<file path="src/rtl/core/fpss_pkg.sv">
// ----------------------------------------------------------------------------
// fpss_pkg
// Shared widths, register codes and types of the five-point stencil sweep.
// ----------------------------------------------------------------------------
`timescale 1ns / 1ps
`default_nettype none

package fpss_pkg;

  // Payload and register field widths
  localparam int SAMPLE_W  = 32;
  localparam int COLS_W    = 11;
  localparam int ROWS_W    = 16;
  localparam int ROW_POS_W = 17;
  localparam int CFG_IDX_W = 1;

  // Line length limit and register reset values
  localparam int MAX_COLS_DEFAULT = 1024;
  localparam logic [COLS_W-1:0] GRID_COLS_RESET = COLS_W'(1024);
  localparam logic [ROWS_W-1:0] GRID_ROWS_RESET = ROWS_W'(1024);

  // Configuration register indexes
  typedef enum logic [CFG_IDX_W-1:0] {
    REG_GRID_COLS = 1'b0,
    REG_GRID_ROWS = 1'b1
  } cfg_reg_t;

  // Per-position status from the raster scanner
  typedef struct packed {
    logic produce;   // current position is an interior cell with all neighbors
    logic last;      // final interior cell of the grid
  } scan_flags_t;

endpackage

`default_nettype wire

</file>
<file path="src/rtl/core/fpss_calc.sv">
// ----------------------------------------------------------------------------
// fpss_calc
// Negated quarter of the four-neighbor sum, Q16.16, saturating on overflow.
// ----------------------------------------------------------------------------
`timescale 1ns / 1ps
`default_nettype none

module fpss_calc
  import fpss_pkg::*;
(
  input  wire logic signed [SAMPLE_W-1:0] up,
  input  wire logic signed [SAMPLE_W-1:0] down,
  input  wire logic signed [SAMPLE_W-1:0] left,
  input  wire logic signed [SAMPLE_W-1:0] right,
  output logic      signed [SAMPLE_W-1:0] value
);

  localparam int SUM_W = SAMPLE_W + 2;
  localparam logic signed [SAMPLE_W-1:0] S_MIN = {1'b1, {(SAMPLE_W-1){1'b0}}};
  localparam logic signed [SAMPLE_W-1:0] S_MAX = {1'b0, {(SAMPLE_W-1){1'b1}}};

  logic signed [SUM_W-1:0]    sum;
  logic signed [SAMPLE_W-1:0] quarter;

  // Exact sum, floor divide by four, negate with saturation
  always_comb begin
    sum     = SUM_W'(up) + SUM_W'(down) + SUM_W'(left) + SUM_W'(right);
    quarter = sum[SUM_W-1:2];
    value   = (quarter == S_MIN) ? S_MAX : -quarter;
  end

endmodule

`default_nettype wire

</file>
<file path="config.mk">
export PLATFORM = sky130hd
export DESIGN_NAME = fpss_calc
export DESIGN_NICKNAME = d
export VERILOG_FILES = /design/src/rtl/core/fpss_pkg.sv /design/src/rtl/core/fpss_calc.sv
export SDC_FILE = /design/constraint.sdc
export NUM_CORES = 1
export LEC_CHECK = 0
export BUFFER_PORTS_ARGS = -buffer_cell sky130_fd_sc_hd__buf_4
export CAP_MARGIN = 15
export CORE_MARGIN = 1.5
export CORE_UTILIZATION = 55
export DETAILED_ROUTE_END_ITERATION = 10
export GPL_ROUTABILITY_DRIVEN = 0
export GPL_TIMING_DRIVEN = 0
export PLACE_DENSITY = 0.92
export SLEW_MARGIN = 20
export SYNTH_ARGS = -nofsm -noshare
export SYNTH_HDL_FRONTEND = slang
export SYNTH_SLANG_ARGS = --single-unit
</file>
<file path="constraint.sdc">
create_clock -name vclk -period 9.7
set_clock_uncertainty 0.2 [all_clocks]
set_input_delay 1.455 -clock vclk [all_inputs]
set_output_delay 1.455 -clock vclk [all_outputs]
set_load 0.03 [all_outputs]
</file>
==> impl_metrics.tcl <==
set metrics [dict create \
    period_share 0.850 \
    synth_mux_area_frac 0.00852 \
    p_comb_frac 1.000 \
    post-route-util 0.716 \
    syn_nets 878 \
    rows 34 \
    synth-compound-area-share 0.218 \
    crit_fanout 10 \
    register_area_um2 0 \
    avgSynthCellArea_um2 7.42 \
    end_kind "primary output" \
    seq_power_share 0 \
    synthCells 653 \
    grt_pass1_vias 5214 \
    post_cts_buffers 0 \
    drv_slew 0 \
    synthAdderAreaFrac 0.351 \
    syn_to_final_growth_pct 27.6 \
    fillers 700 \
    fp.dieH_um 96.9 \
    synth.top_cell.area_share 0.268 \
    drt-initial-drc-count 261 \
    die_area_mm2 0.00939 \
    die_w_um 96.9 \
    sequential_cell_total 0 \
    hold_path.class "input pin to primary output" \
    rsz0062_at_grt "false" \
    synth_cell_type_count 71 \
    fin_nets 1040 \
    worstPathArrival_ns 6.59 \
    crit_type "input pin to primary output" \
    cp-startpoint "up[1]" \
    finalNonFillerCells 921 \
    setup_viol 0 \
    clockPowerShare 0 \
    synth_simple_gate_area_frac 0.220 \
    hold_start "right[0]" \
    synth_xor_area_frac 0.0632 \
    ctsHoldBuffers 0 \
    routed_via_density 5.74 \
    cap_violations 0 \
    ys_warn_count 0 \
    hold_slack_ns 3.48 \
    firstDrtPassIters 5 \
    cts_resized 0 \
    initial_utilization 0.561 \
    setup.worst_path.start_class "input pin" \
    worst_slew_pin_slew_ns 0.955 \
    p_switching_w 0.000977 \
    internal-power_w 0.000591 \
    io_pins 160 \
    min_period_ns 8.24 \
    finalHoldViolCount 0 \
    place_hpwl_um 10700 \
    synth_top_family_by_area "adder cells" \
    drtAntennaViolNets 0 \
    power_switching_share 0.623 \
    synth_area_leader_cell "fa_1" \
    synth.most_common_cell "inv_1" \
    antenna_found_initial 0 \
    antenna_cells 0 \
    grt_pass1_wl_um 21500 \
    grt_max_degree 11 \
    grt.total_usage 0.261 \
    nClkBuffers 0 \
    cp.required_ns 8.05 \
    powerDensity_mw_per_mm2 253 \
    dp_cells 921 \
    num_vias 5283 \
    peakVddDrop_mv 0.190 \
    synthTopCellsByArea "fa_1 (27%), inv_1 (11%), ha_1 (8.3%), nand2_1 (4.9%), a21oi_1 (3.6%)" \
    wl_um 12300 \
    core_area_mm2 0.00864 \
    syn-cell-area_mm2 0.00485 \
    maxSlewHeadroom 0.361 \
    ys_seq_area_frac 0 \
    p_leak_nw 3.24 \
    power_w 0.00157 \
    wl_per_cell_um 13.4 \
    drive_gt1_frac 0.226 \
    synth_common_cells "inv_1 (141), fa_1 (65), nand2_1 (63)" \
    drc 0 \
    fmax_mhz 121 \
    status "completed" \
    tns_ns 0 \
    grt_overflow 0 \
    io_buffers 160 \
]
[area by class of cell]
cell class	instances	area [um2]	area share
Buffer	25	144	0.0233
Inverter	141	529	0.0856
Multi-Input combinational cell	487	4180	0.675
Tap cell	108	135	0.0218
Timing Repair Buffer	160	1200	0.194
[power groups by stage]
stage,Sequential [W],Clock (W),Combinational (W)
CTS,0,0,0.00155
global placement,0,0,0.00150
global route,0,0,0.00170
floorplan,0,0,0.00110
detailed placement,0,0,0.00154
finish,0,0,0.00157
[cells by family after synthesis]
family	Yosys count
AO/OA/AOI/OAI	156
XOR/XNOR	35
adder cells (fa/ha/maj)	97
buffers and inverters	166
multiplexers	4
AND/OR/NAND/NOR	195
[final timing paths]
kind / to / slack [ns] / cells after the start
worst min-delay path: value[0] / 3.48 / 5
worst max-delay path: value[9] / 1.46 / 19
[cells in the final DEF, fill, tap and decap left out, types with 6 or more instances in the layout]
master	n
xnor2_1	18
inv_1	141
a211oi_1	6
buf_4	161
a21oi_1	35
nor2b_1	6
a21o_1	9
ha_1	32
o21ai_0	30
xor2_1	17
nor2_1	25
o211ai_1	7
and4_1	13
and2_1	12
nand4_1	14
nor3_1	14
nand3_1	9
o21a_1	12
clkbuf_1	15
nand2_1	63
fa_1	65
[per-layer routing]
layer  track usage  share of wire
met5             0              0
met4        0.0702          0.031
met3        0.0217          0.063
met2         0.516           0.52
met1         0.296           0.39
[critical path, stage by stage]
cell	delay, ns
buf_4	0.08
inv_1	0.04
fa_1	0.53
inv_1	0.06
fa_1	0.50
nand3b_1	0.19
fa_1	0.46
nor2b_1	0.25
o31a_1	0.32
nor2_1	0.10
o41a_1	0.44
a211oi_1	0.57
nand4_2	0.30
nor4_4	0.55
nand4_2	0.18
buf_6	0.19
buf_8	0.13
nand2_1	0.07
buf_4	0.16
[metrics by stage]
stage | instance area (um2) | setup WS [ns]
global route | 6190 | 1.06
detailed placement | 6180 | 1.50
CTS | 6180 | 1.49
global placement | 6180 | 1.65
finish | 6190 | 1.46
floorplan | 4850 | 2.03
Power figures use the tool's default switching activity.
