### src/rtl/core/fpss_pkg.sv
// ----------------------------------------------------------------------------
// fpss_pkg
// Shared widths, register codes and types of the five-point stencil sweep.
// ----------------------------------------------------------------------------
`timescale 1ns / 1ps
`default_nettype none

package fpss_pkg;

  // Payload and register field widths
  localparam int SAMPLE_W  = 32;
  localparam int COLS_W    = 11;
  localparam int ROWS_W    = 16;
  localparam int ROW_POS_W = 17;
  localparam int CFG_IDX_W = 1;

  // Line length limit and register reset values
  localparam int MAX_COLS_DEFAULT = 1024;
  localparam logic [COLS_W-1:0] GRID_COLS_RESET = COLS_W'(1024);
  localparam logic [ROWS_W-1:0] GRID_ROWS_RESET = ROWS_W'(1024);

  // Configuration register indexes
  typedef enum logic [CFG_IDX_W-1:0] {
    REG_GRID_COLS = 1'b0,
    REG_GRID_ROWS = 1'b1
  } cfg_reg_t;

  // Per-position status from the raster scanner
  typedef struct packed {
    logic produce;   // current position is an interior cell with all neighbors
    logic last;      // final interior cell of the grid
  } scan_flags_t;

endpackage

`default_nettype wire

### src/rtl/core/fpss_scan.sv
// ----------------------------------------------------------------------------
// fpss_scan
// Raster position counters over the padded grid, with interior/last flags.
// ----------------------------------------------------------------------------
`timescale 1ns / 1ps
`default_nettype none

module fpss_scan
  import fpss_pkg::*;
#(
  parameter int MAX_COLS = MAX_COLS_DEFAULT,
  localparam int CW = $clog2(MAX_COLS + 2)
) (
  input  wire logic                 clk,
  input  wire logic                 rst,
  input  wire logic [COLS_W-1:0]    grid_cols,
  input  wire logic [ROWS_W-1:0]    grid_rows,
  input  wire logic                 advance,
  output logic      [CW-1:0]        col,
  output logic      [CW-1:0]        col_next,
  output scan_flags_t               flags
);

  localparam int EW = ((CW > COLS_W) ? CW : COLS_W) + 1;

  logic [ROW_POS_W-1:0] row;
  logic [ROW_POS_W-1:0] row_next;
  logic [EW-1:0]        cols_req;
  logic [EW-1:0]        cols_eff;
  logic [EW-1:0]        col_ext;
  logic [ROW_POS_W-1:0] rows_lim;
  logic                 row_end;

  // Clamp the sizes: zero acts as one, columns stop at the line length
  always_comb begin
    cols_req = EW'(grid_cols);
    if (cols_req == '0) begin
      cols_eff = EW'(1);
    end else if (cols_req > EW'(MAX_COLS)) begin
      cols_eff = EW'(MAX_COLS);
    end else begin
      cols_eff = cols_req;
    end
    rows_lim = (grid_rows == '0) ? ROW_POS_W'(2) : ROW_POS_W'(grid_rows) + ROW_POS_W'(1);
  end

  // Decode the current position
  always_comb begin
    col_ext       = EW'(col);
    row_end       = (col_ext >= cols_eff + EW'(1));
    flags.produce = (row >= ROW_POS_W'(2)) && (row <= rows_lim) &&
                    (col != '0) && (col_ext <= cols_eff);
    flags.last    = (row == rows_lim) && (col_ext == cols_eff);
    col_next      = row_end ? '0 : col + CW'(1);
    row_next      = row_end ? ((row >= rows_lim) ? '0 : row + ROW_POS_W'(1)) : row;
  end

  // Advance one position per transfer
  always_ff @(posedge clk) begin
    if (rst) begin
      col <= '0;
      row <= '0;
    end else if (advance) begin
      col <= col_next;
      row <= row_next;
    end
  end

  // Column never runs past the end of the line buffers
  a_col_range: assert property (@(posedge clk) disable iff (rst)
    EW'(col) <= EW'(MAX_COLS + 1))
    else $error("column position beyond line buffer depth");

  // The grid wraps to the origin after its last row
  a_grid_wrap: assert property (@(posedge clk) disable iff (rst)
    advance && row_end && (row >= rows_lim) |=> (col == '0) && (row == '0))
    else $error("grid did not restart after its last row");

  // The last flag only marks an interior cell
  a_last_interior: assert property (@(posedge clk) disable iff (rst)
    flags.last && (row >= ROW_POS_W'(2)) |-> flags.produce)
    else $error("last flag outside the interior");

endmodule

`default_nettype wire

### config.mk
export PLATFORM = sky130hd
export DESIGN_NAME = fpss_scan
export DESIGN_NICKNAME = d
export VERILOG_FILES = /design/src/rtl/core/fpss_pkg.sv /design/src/rtl/core/fpss_scan.sv
export SDC_FILE = /design/constraint.sdc
export NUM_CORES = 1
export LEC_CHECK = 0
export BUFFER_PORTS_ARGS = -buffer_cell sky130_fd_sc_hd__buf_2
export CAP_MARGIN = 30
export CORE_MARGIN = 8
export CORE_UTILIZATION = 45
export CTS_CLUSTER_SIZE = 40
export DETAILED_ROUTE_END_ITERATION = 6
export GPL_ROUTABILITY_DRIVEN = 1
export HOLD_SLACK_MARGIN = 0.1
export PLACE_DENSITY = 0.66
export SETUP_SLACK_MARGIN = 0.4
export SLEW_MARGIN = 0
export SYNTH_ARGS = -nofsm -noshare
export SYNTH_HDL_FRONTEND = slang
export SYNTH_SLANG_ARGS = --single-unit
### constraint.sdc
create_clock -name clk -period 4 [get_ports clk]
set_clock_uncertainty 0.15 [all_clocks]
set_input_delay 0.2 -clock clk [delete_from_list [all_inputs] [get_ports clk]]
set_output_delay 0.2 -clock clk [all_outputs]
set_load 0.1 [all_outputs]
==> results of run 1 <==
[per-layer routing]
metal / vias to the layer above / share of wire, % / wire, um
met5: - / 0 / 0
met1: 1545 / 45 / 3996
li1: 1661 / - / -
met2: 67 / 49 / 4406
met3: 12 / 4.6 / 412
met4: 0 / 1.2 / 103
[layout make-up]
class	instances	area (um^2)	area share, %
repair buffers	71	616.8	15.34
well taps	80	100.1	2.490
flip-flops and latches	28	560.5	13.94
multi-input cells	352	2596	64.58
inverters	20	75.07	1.867
clock inverters	1	30.03	0.7470
clock buffers	3	41.29	1.027
[Yosys cell counts, types with 3 or more instances]
| library cell | number | share of area (%) |
|---|---|---|
| xnor2_1 | 15 | 4.2 |
| o21ai_1 | 3 | 0.48 |
| o31ai_1 | 6 | 1.4 |
| nor2b_1 | 5 | 1.0 |
| and3_1 | 9 | 1.8 |
| nor2_1 | 42 | 5.1 |
| a22o_1 | 6 | 1.7 |
| dfxtp_1 | 28 | 18 |
| nand2_1 | 42 | 5.1 |
| clkbuf_1 | 5 | 0.60 |
| nand4_1 | 13 | 2.6 |
| ha_1 | 46 | 18 |
| a221o_1 | 5 | 1.6 |
| nand3_1 | 21 | 3.4 |
| a21oi_1 | 21 | 3.4 |
| nor3_1 | 20 | 3.2 |
| or3_1 | 4 | 0.80 |
| xor2_1 | 16 | 4.5 |
| nor4_1 | 10 | 2.0 |
| nand3b_1 | 5 | 1.2 |
| a31oi_1 | 3 | 0.60 |
| o21ai_0 | 13 | 2.1 |
| a21o_1 | 8 | 1.9 |
| o211ai_1 | 3 | 0.72 |
| inv_1 | 18 | 2.2 |
[power by group]
part	switching, uW	internal [uW]
logic	200	129
registers	38.3	296
clock network	87.9	134
total	326	560
[per-stage QoR]
stage / TNS (ps) / setup WS, ps / total power, uW / utilization, %
finish: 0 / 443.5 / 885.4 / 59.50
floorplan: 0 / 400.4 / 547.0 / -
detailed placement: -581.2 / -101.4 / 653.8 / 56.04
CTS: 0 / 421.6 / 877.9 / 57.93
global route: 0 / 306.7 / 936.9 / 59.50
global placement: 0 / 87.44 / 643.8 / 56.04
[what timing repair did]
action                                  CTS  global route
pin swaps                                 5            20
cloned                                    1             0
resized for setup                         5            18
endpoints found under the setup margin   25            33
buffers inserted                          4             2
[kinds of logic (layout without fill, tap and decap cells)]
| logic type | after synthesis | count (layout) | share of synthesized area, % |
|---|---|---|---|
| compound gates | 88 | 88 | 19.99 |
| xor+xnor | 31 | 31 | 8.711 |
| fa+ha+maj | 46 | 46 | 18.47 |
| buf+inv | 28 | 95 | 3.974 |
| flops | 28 | 28 | 17.98 |
| mux | 2 | 2 | 0.6824 |
| simple gates | 185 | 185 | 30.19 |
[cells in the final DEF (no fill, tap or decap), types with 4 or more instances in the layout]
cell type,instances
nand2_1,42
nor4_1,9
o21ai_0,13
ha_1,45
buf_4,15
o31ai_1,6
and3_1,8
nor2_1,31
nor2b_1,4
a21o_1,8
nand3b_1,5
nor3_1,18
a221o_1,5
nor2_4,10
nand3_1,20
inv_1,18
dfxtp_1,28
or3_1,4
buf_2,39
buf_12,13
xor2_1,16
nand4_1,13
a22o_1,6
a21oi_1,20
xnor2_1,15
[worst min path at each step]
stage | start | end | slack (ps) | cells after the start
2_1_floorplan | rst | col[10] | 120 | 1
5_1_grt | rst | col[6] | 110 | 2
6_report | rst | col[0] | 100 | 2
4_1_cts | rst | col[0] | 100 | 2
3_3_place_gp | rst | col[3] | 390 | 2
3_5_place_dp | rst | col[0] | 390 | 2
[sequential cells by signal, indices dropped and copies added (netlist names)]
| signal | count |
|---|---|
| row | 17 |
| col | 11 |
[critical path: cells and delay by family]
family	cells	cell delay (ps)
buffers and inverters	4	620
adders and majority gates	2	540
AOI/OAI and AO/OA	4	720
and+or+nand+nor	6	1120
==> out/metrics.csv, run 1 <==
stage;metric;value;unit
status;outcome;completed;
setup_path;cpMaxStageDelayCell;ha_1;
power;ir_worst_vdd;195.5;uV
place;placed_cell_area;0.003786;mm^2
setup_path;r2r-end;row[3];
clocking;hold_buffers;0;
clocking;cts_root_buffer;clkbuf_8;
setup_path;cp.arrival;3210;ps
clocking;clk_latency;280;ps
detailed_routing;drc;0;
grt;gr-usage-met1;21.36;%
place;io_buffers;53;
synthesis;yosysSeqAreaShare;17.98;%
grt;overflow;0;
setup_path;reg2reg_slack;1270;ps
timing;period_share;88.91;%
timing;rsz0062_at_grt;true;
setup_path;rr_worst_depth;11;
detailed_routing;drt_iter0_markers;139;
setup_path;critical_path.startpoint;grid_cols[1];
min_path;hold_class;primary input to flip-flop;
synthesis;yosys_warnings;0;
job;max_cap_violations;0;
timing;drv_slew;0;
place;hpwl;6.925;mm
grt;busiest_layer;met2;
grt;grt_max_degree;17;
clocking;clock-sinks;28;
die;ios;54;
setup_path;required;3650;ps
cells_and_area;nets;552;
grt;grt_pass1_wl;14.63;mm
detailed_routing;post_drt_wl_per_cell;16.07;um
timing;slew_headroom;64.56;%
cells_and_area;num-fill-cells;613;
timing;whs;104.3;ps
synthesis;syn_area_per_cell;7.639;um^2
clocking;cts_tree;built;
die;coreArea;0.006756;mm^2
clocking;cts_buffers;3;
clocking;clk_pin_slew_worst_paths;100;ps
die;die_w;99.23;um
cells_and_area;n_antenna_cell;0;
synthesis;async_flop_share;0;%
timing;period_needed;3556;ps
synthesis;synth_edf_count;0;
timing;tightest_slew;524.7;ps
die;initial_core_util;46.13;%
setup_path;path_class;primary input to output port;
power;leakagePower;0.001720;uW
cells_and_area;design_area;0.004020;mm^2
setup_path;start_kind;primary input;
detailed_routing;drt_first_pass_iters;7;
grt;grt_pass1_vias;3144;
cells_and_area;drive_gt1_share;22.74;%
detailed_routing;final_antenna_net_count;0;
setup_path;endpoint_kind;output port;
cells_and_area;area_growth;28.98;%
die;die_y;99.23;um
place;place.gp.congestion;0.9110;
die;die_area;0.009846;mm^2
synthesis;ys_ff_latch;28;
cells_and_area;fin_cells;555;
power;p_per_area;220.2;mW/mm^2
synthesis;ys_types;58;
timing;clock.fmax;0.2812;GHz
detailed_routing;vias_per_cell;5.919;
die;placementRows;30;
grt;grt_usage;17.49;%
grt;antenna_found_initial;0;
timing;setup_viol;0;
detailed_routing;vias;3285;
setup_path;path_cells;buf_2, nor3_1, nand3_2, a21oi_2, ha_2, nand4_1, nor3_2, a31oi_1, ha_1, and3_4, a221oi_4, o211ai_1, buf_4, buf_6, nor2_4, buf_12;
setup_path;r2r_start;col[0];
synthesis;synth_nets;484;
clocking;htreeDepth;1;
synthesis;syn_inst;408;
timing;hold_viol_final;0;
clocking;cts_max_path_buffers;2;
grt;use_met3;2.933;%
synthesis;synth_area;0.003117;mm^2
grt;use_met2;31.97;%
setup_path;cp_max_fo;7;
detailed_routing;drt-total-wl;8.918;mm
synthesis;synth_ff_type;dfxtp_1;
setup_path;cp-endpoint;col_next[10];
setup_path;cpPeakStageDelay;330;ps
place;place_inst;544;
Note: power is estimated with default switching activity, not from simulation.
==> run 2: changes to the inputs <==
--- a/config.mk
+++ b/config.mk
@@ -7,7 +7,7 @@
 export LEC_CHECK = 0
 export BUFFER_PORTS_ARGS = -buffer_cell sky130_fd_sc_hd__buf_2
 export CAP_MARGIN = 30
-export CORE_MARGIN = 8
+export CORE_MARGIN = 4
 export CORE_UTILIZATION = 45
 export CTS_CLUSTER_SIZE = 40
 export DETAILED_ROUTE_END_ITERATION = 6
==> constraint.sdc (replaced) <==
create_clock -name clk -period 4.05 [get_ports clk]
set_clock_uncertainty 0.15 [all_clocks]
set_input_delay 0.2025 -clock clk [delete_from_list [all_inputs] [get_ports clk]]
set_output_delay 0.2025 -clock clk [all_outputs]
set_load 0.1 [all_outputs]
==> run 2 against run 1 <==
Core utilization is 0.43 points higher. Global-route usage is 3.1 points higher. Highest routed layer unchanged. Final cell count is 0.72% higher. Setup slack worse by 5.3 ps. Sequential power hardly changed. Sequential share of layout area is 0.099 points lower.
==> out/metrics.csv, run 2 (synthesis results as in run 1) <==
stage;metric;value;unit;change
setup_path;path_class;primary input to output port;;
setup_path;crit_top_cell;buf_12;;
power;ir_worst_vdd;156.7;uV;-20%
min_path;hold_class;primary input to flip-flop;;
power;power;887.2;uW;+0.20%
timing;fin_ws;438.2;ps;-5.315 ps
setup_path;path_cells;buf_8, nor4_4, nand3_1, buf_4, o21ai_1, nand2_1, nor3_2, xor2_1, ha_1, and3_4, a221oi_4, o211ai_1, clkbuf_8, buf_12, nor2_4, buf_12;;
setup_path;cpPeakStageDelay;290;ps;-40 ps
timing;period_needed;3612;ps;
die;coreArea;0.006756;mm^2;unchanged
clocking;htreeDepth;1;;unchanged
power;p_per_area;219.1;mW/mm^2;-0.51%
place;place_inst;541;;-0.55%
timing;tns;0;ps;unchanged
detailed_routing;post_drt_wl_per_cell;16.12;um;+0.30%
place;place.gp.congestion;0.8577;;-5.9%
cells_and_area;largestRegisters;row (17), col (11);;
place;pre_cts_ws;-120.4;ps;-19.07 ps
min_path;min_to;col[1];;
timing;whs;102.7;ps;-1.648 ps
timing;hold_viol_final;0;;unchanged
detailed_routing;final_antenna_net_count;0;;unchanged
grt;grt_max_degree;20;;+3
timing;period_share;89.18;%;
status;outcome;completed;;
cells_and_area;fin_cells;559;;+0.72%
timing;tightest_slew;603.7;ps;+79.00 ps
grt;overflow;0;;unchanged
grt;antenna_found_initial;0;;unchanged
detailed_routing;drt_iter0_markers;185;;+33%
place;hpwl;6.706;mm;-3.2%
detailed_routing;vias;3365;;+2.4%
min_path;min_path_cells;2;;unchanged
timing;slew_headroom;59.23;%;-5.3 points
cells_and_area;n_antenna_cell;0;;unchanged
grt;grt_pass1_wl;14.50;mm;-0.90%
setup_path;r2r-end;row[3];;
power;leakagePower;0.001745;uW;+1.5%
timing;drv_slew;0;;unchanged
detailed_routing;drc;0;;unchanged
clocking;clk_pin_slew_worst_paths;110;ps;about the same
clocking;cts_buffers;3;;unchanged
setup_path;rr_worst_depth;10;;-1
place;io_buffers;53;;unchanged
cells_and_area;final_common_cell;ha_1;;
setup_path;required;3700;ps;+50 ps
setup_path;cp_max_fo;8;;+1
cells_and_area;mostFrequentLayoutCells;45 x ha_1, 42 x nand2_1, 39 x buf_2;;
setup_path;worst-path-buf-inv;5;;+1
die;initial_core_util;46.13;%;unchanged
setup_path;cpMaxStageDelayCell;nor3_2;;
cells_and_area;nets;556;;+0.72%
grt;grt_pass1_vias;3078;;-2.1%
setup_path;r2r_start;col[0];;
detailed_routing;drt_first_pass_iters;4;;-3
die;die_y;91.23;um;-8.1%
timing;rsz0062_at_grt;true;;
die;placementRows;30;;unchanged
die;die_area;0.008322;mm^2;-15%
clocking;clk_latency;280;ps;about the same
min_path;worst_hold_startpoint;rst;;
setup_path;cp.arrival;3260;ps;+50 ps
die;die_w;91.23;um;-8.1%
cells_and_area;largest_register;row;;
setup_path;crit_family;simple AND/OR/NAND/NOR gates;;
clocking;cts_tree;built;;
clocking;cts_root_buffer;clkbuf_8;;
setup_path;endpoint_kind;output port;;
grt;grt_usage;20.60;%;+3.1 points
setup_path;reg2reg_slack;1300;ps;+30 ps
timing;setup_viol;0;;unchanged
cells_and_area;drive_gt1_share;22.96;%;+0.23 points
cells_and_area;largest_register_ffs;17;;unchanged
cells_and_area;num-fill-cells;602;;-1.8%
job;max_cap_violations;0;;unchanged
detailed_routing;drt-total-wl;9.009;mm;+1.0%
cells_and_area;area_growth;29.91;%;
detailed_routing;vias_per_cell;6.020;;+1.7%
setup_path;start_kind;primary input;;
die;ios;54;;unchanged
clocking;cts_max_path_buffers;2;;unchanged
timing;clock.fmax;0.2769;GHz;
clocking;clock-sinks;28;;unchanged
-- run 2: final cells by class --
type / count / area, um^2 / share of cell area [%]
timing repair buffer: 75 / 653.1 / 16.13
tap: 80 / 100.1 / 2.472
inverter: 20 / 75.07 / 1.854
multi-input combinational: 352 / 2589 / 63.94
clock buffer: 3 / 41.29 / 1.020
sequential: 28 / 560.5 / 13.84
clock inverter: 1 / 30.03 / 0.7417
-- run 2: per-layer routing --
metal  up-vias  GRT usage, %  wire (um)
met5         -             0          0
met4         0         3.392         75
met2       111         36.91       4522
li1       1664             -          -
met1      1583         26.94       3930
met3         7         2.154        481
-- run 2: metrics by stage --
step	utilization [%]	area [um^2]
detailed placement	55.61	3757
floorplan	-	3226
finish	59.93	4049
CTS	57.28	3870
global placement	55.61	3757
global route	59.93	4049
-- run 2: report_power, final --
part	internal [uW]	switching (uW)	total, uW
Sequential	293	39.6	332
Combinational	132	198	330
Clock	132	92.6	225
-- run 2: what timing repair did --
item,4_1_cts,5_1_grt
setup buffers,2,12
hold buffers,0,0
cloned,0,0
gates resized for setup,6,14
pin swaps,1,14
setup endpoints to repair,29,29
-- run 2: how the worst max path moves through the flow --
| stage | from | slack, ps | endpoint | cells after the start |
|---|---|---|---|---|
| final | grid_cols[7] | 440 | col_next[10] | 16 |
| after global placement | grid_cols[4] | -10 | row[0] | 15 |
| after global routing | grid_cols[7] | 330 | col_next[10] | 16 |
| after floorplan | col[0] | 350 | flags[0] | 5 |
| after detailed placement | grid_cols[4] | -120 | row[0] | 15 |
| after CTS | grid_cols[4] | 400 | row[0] | 16 |
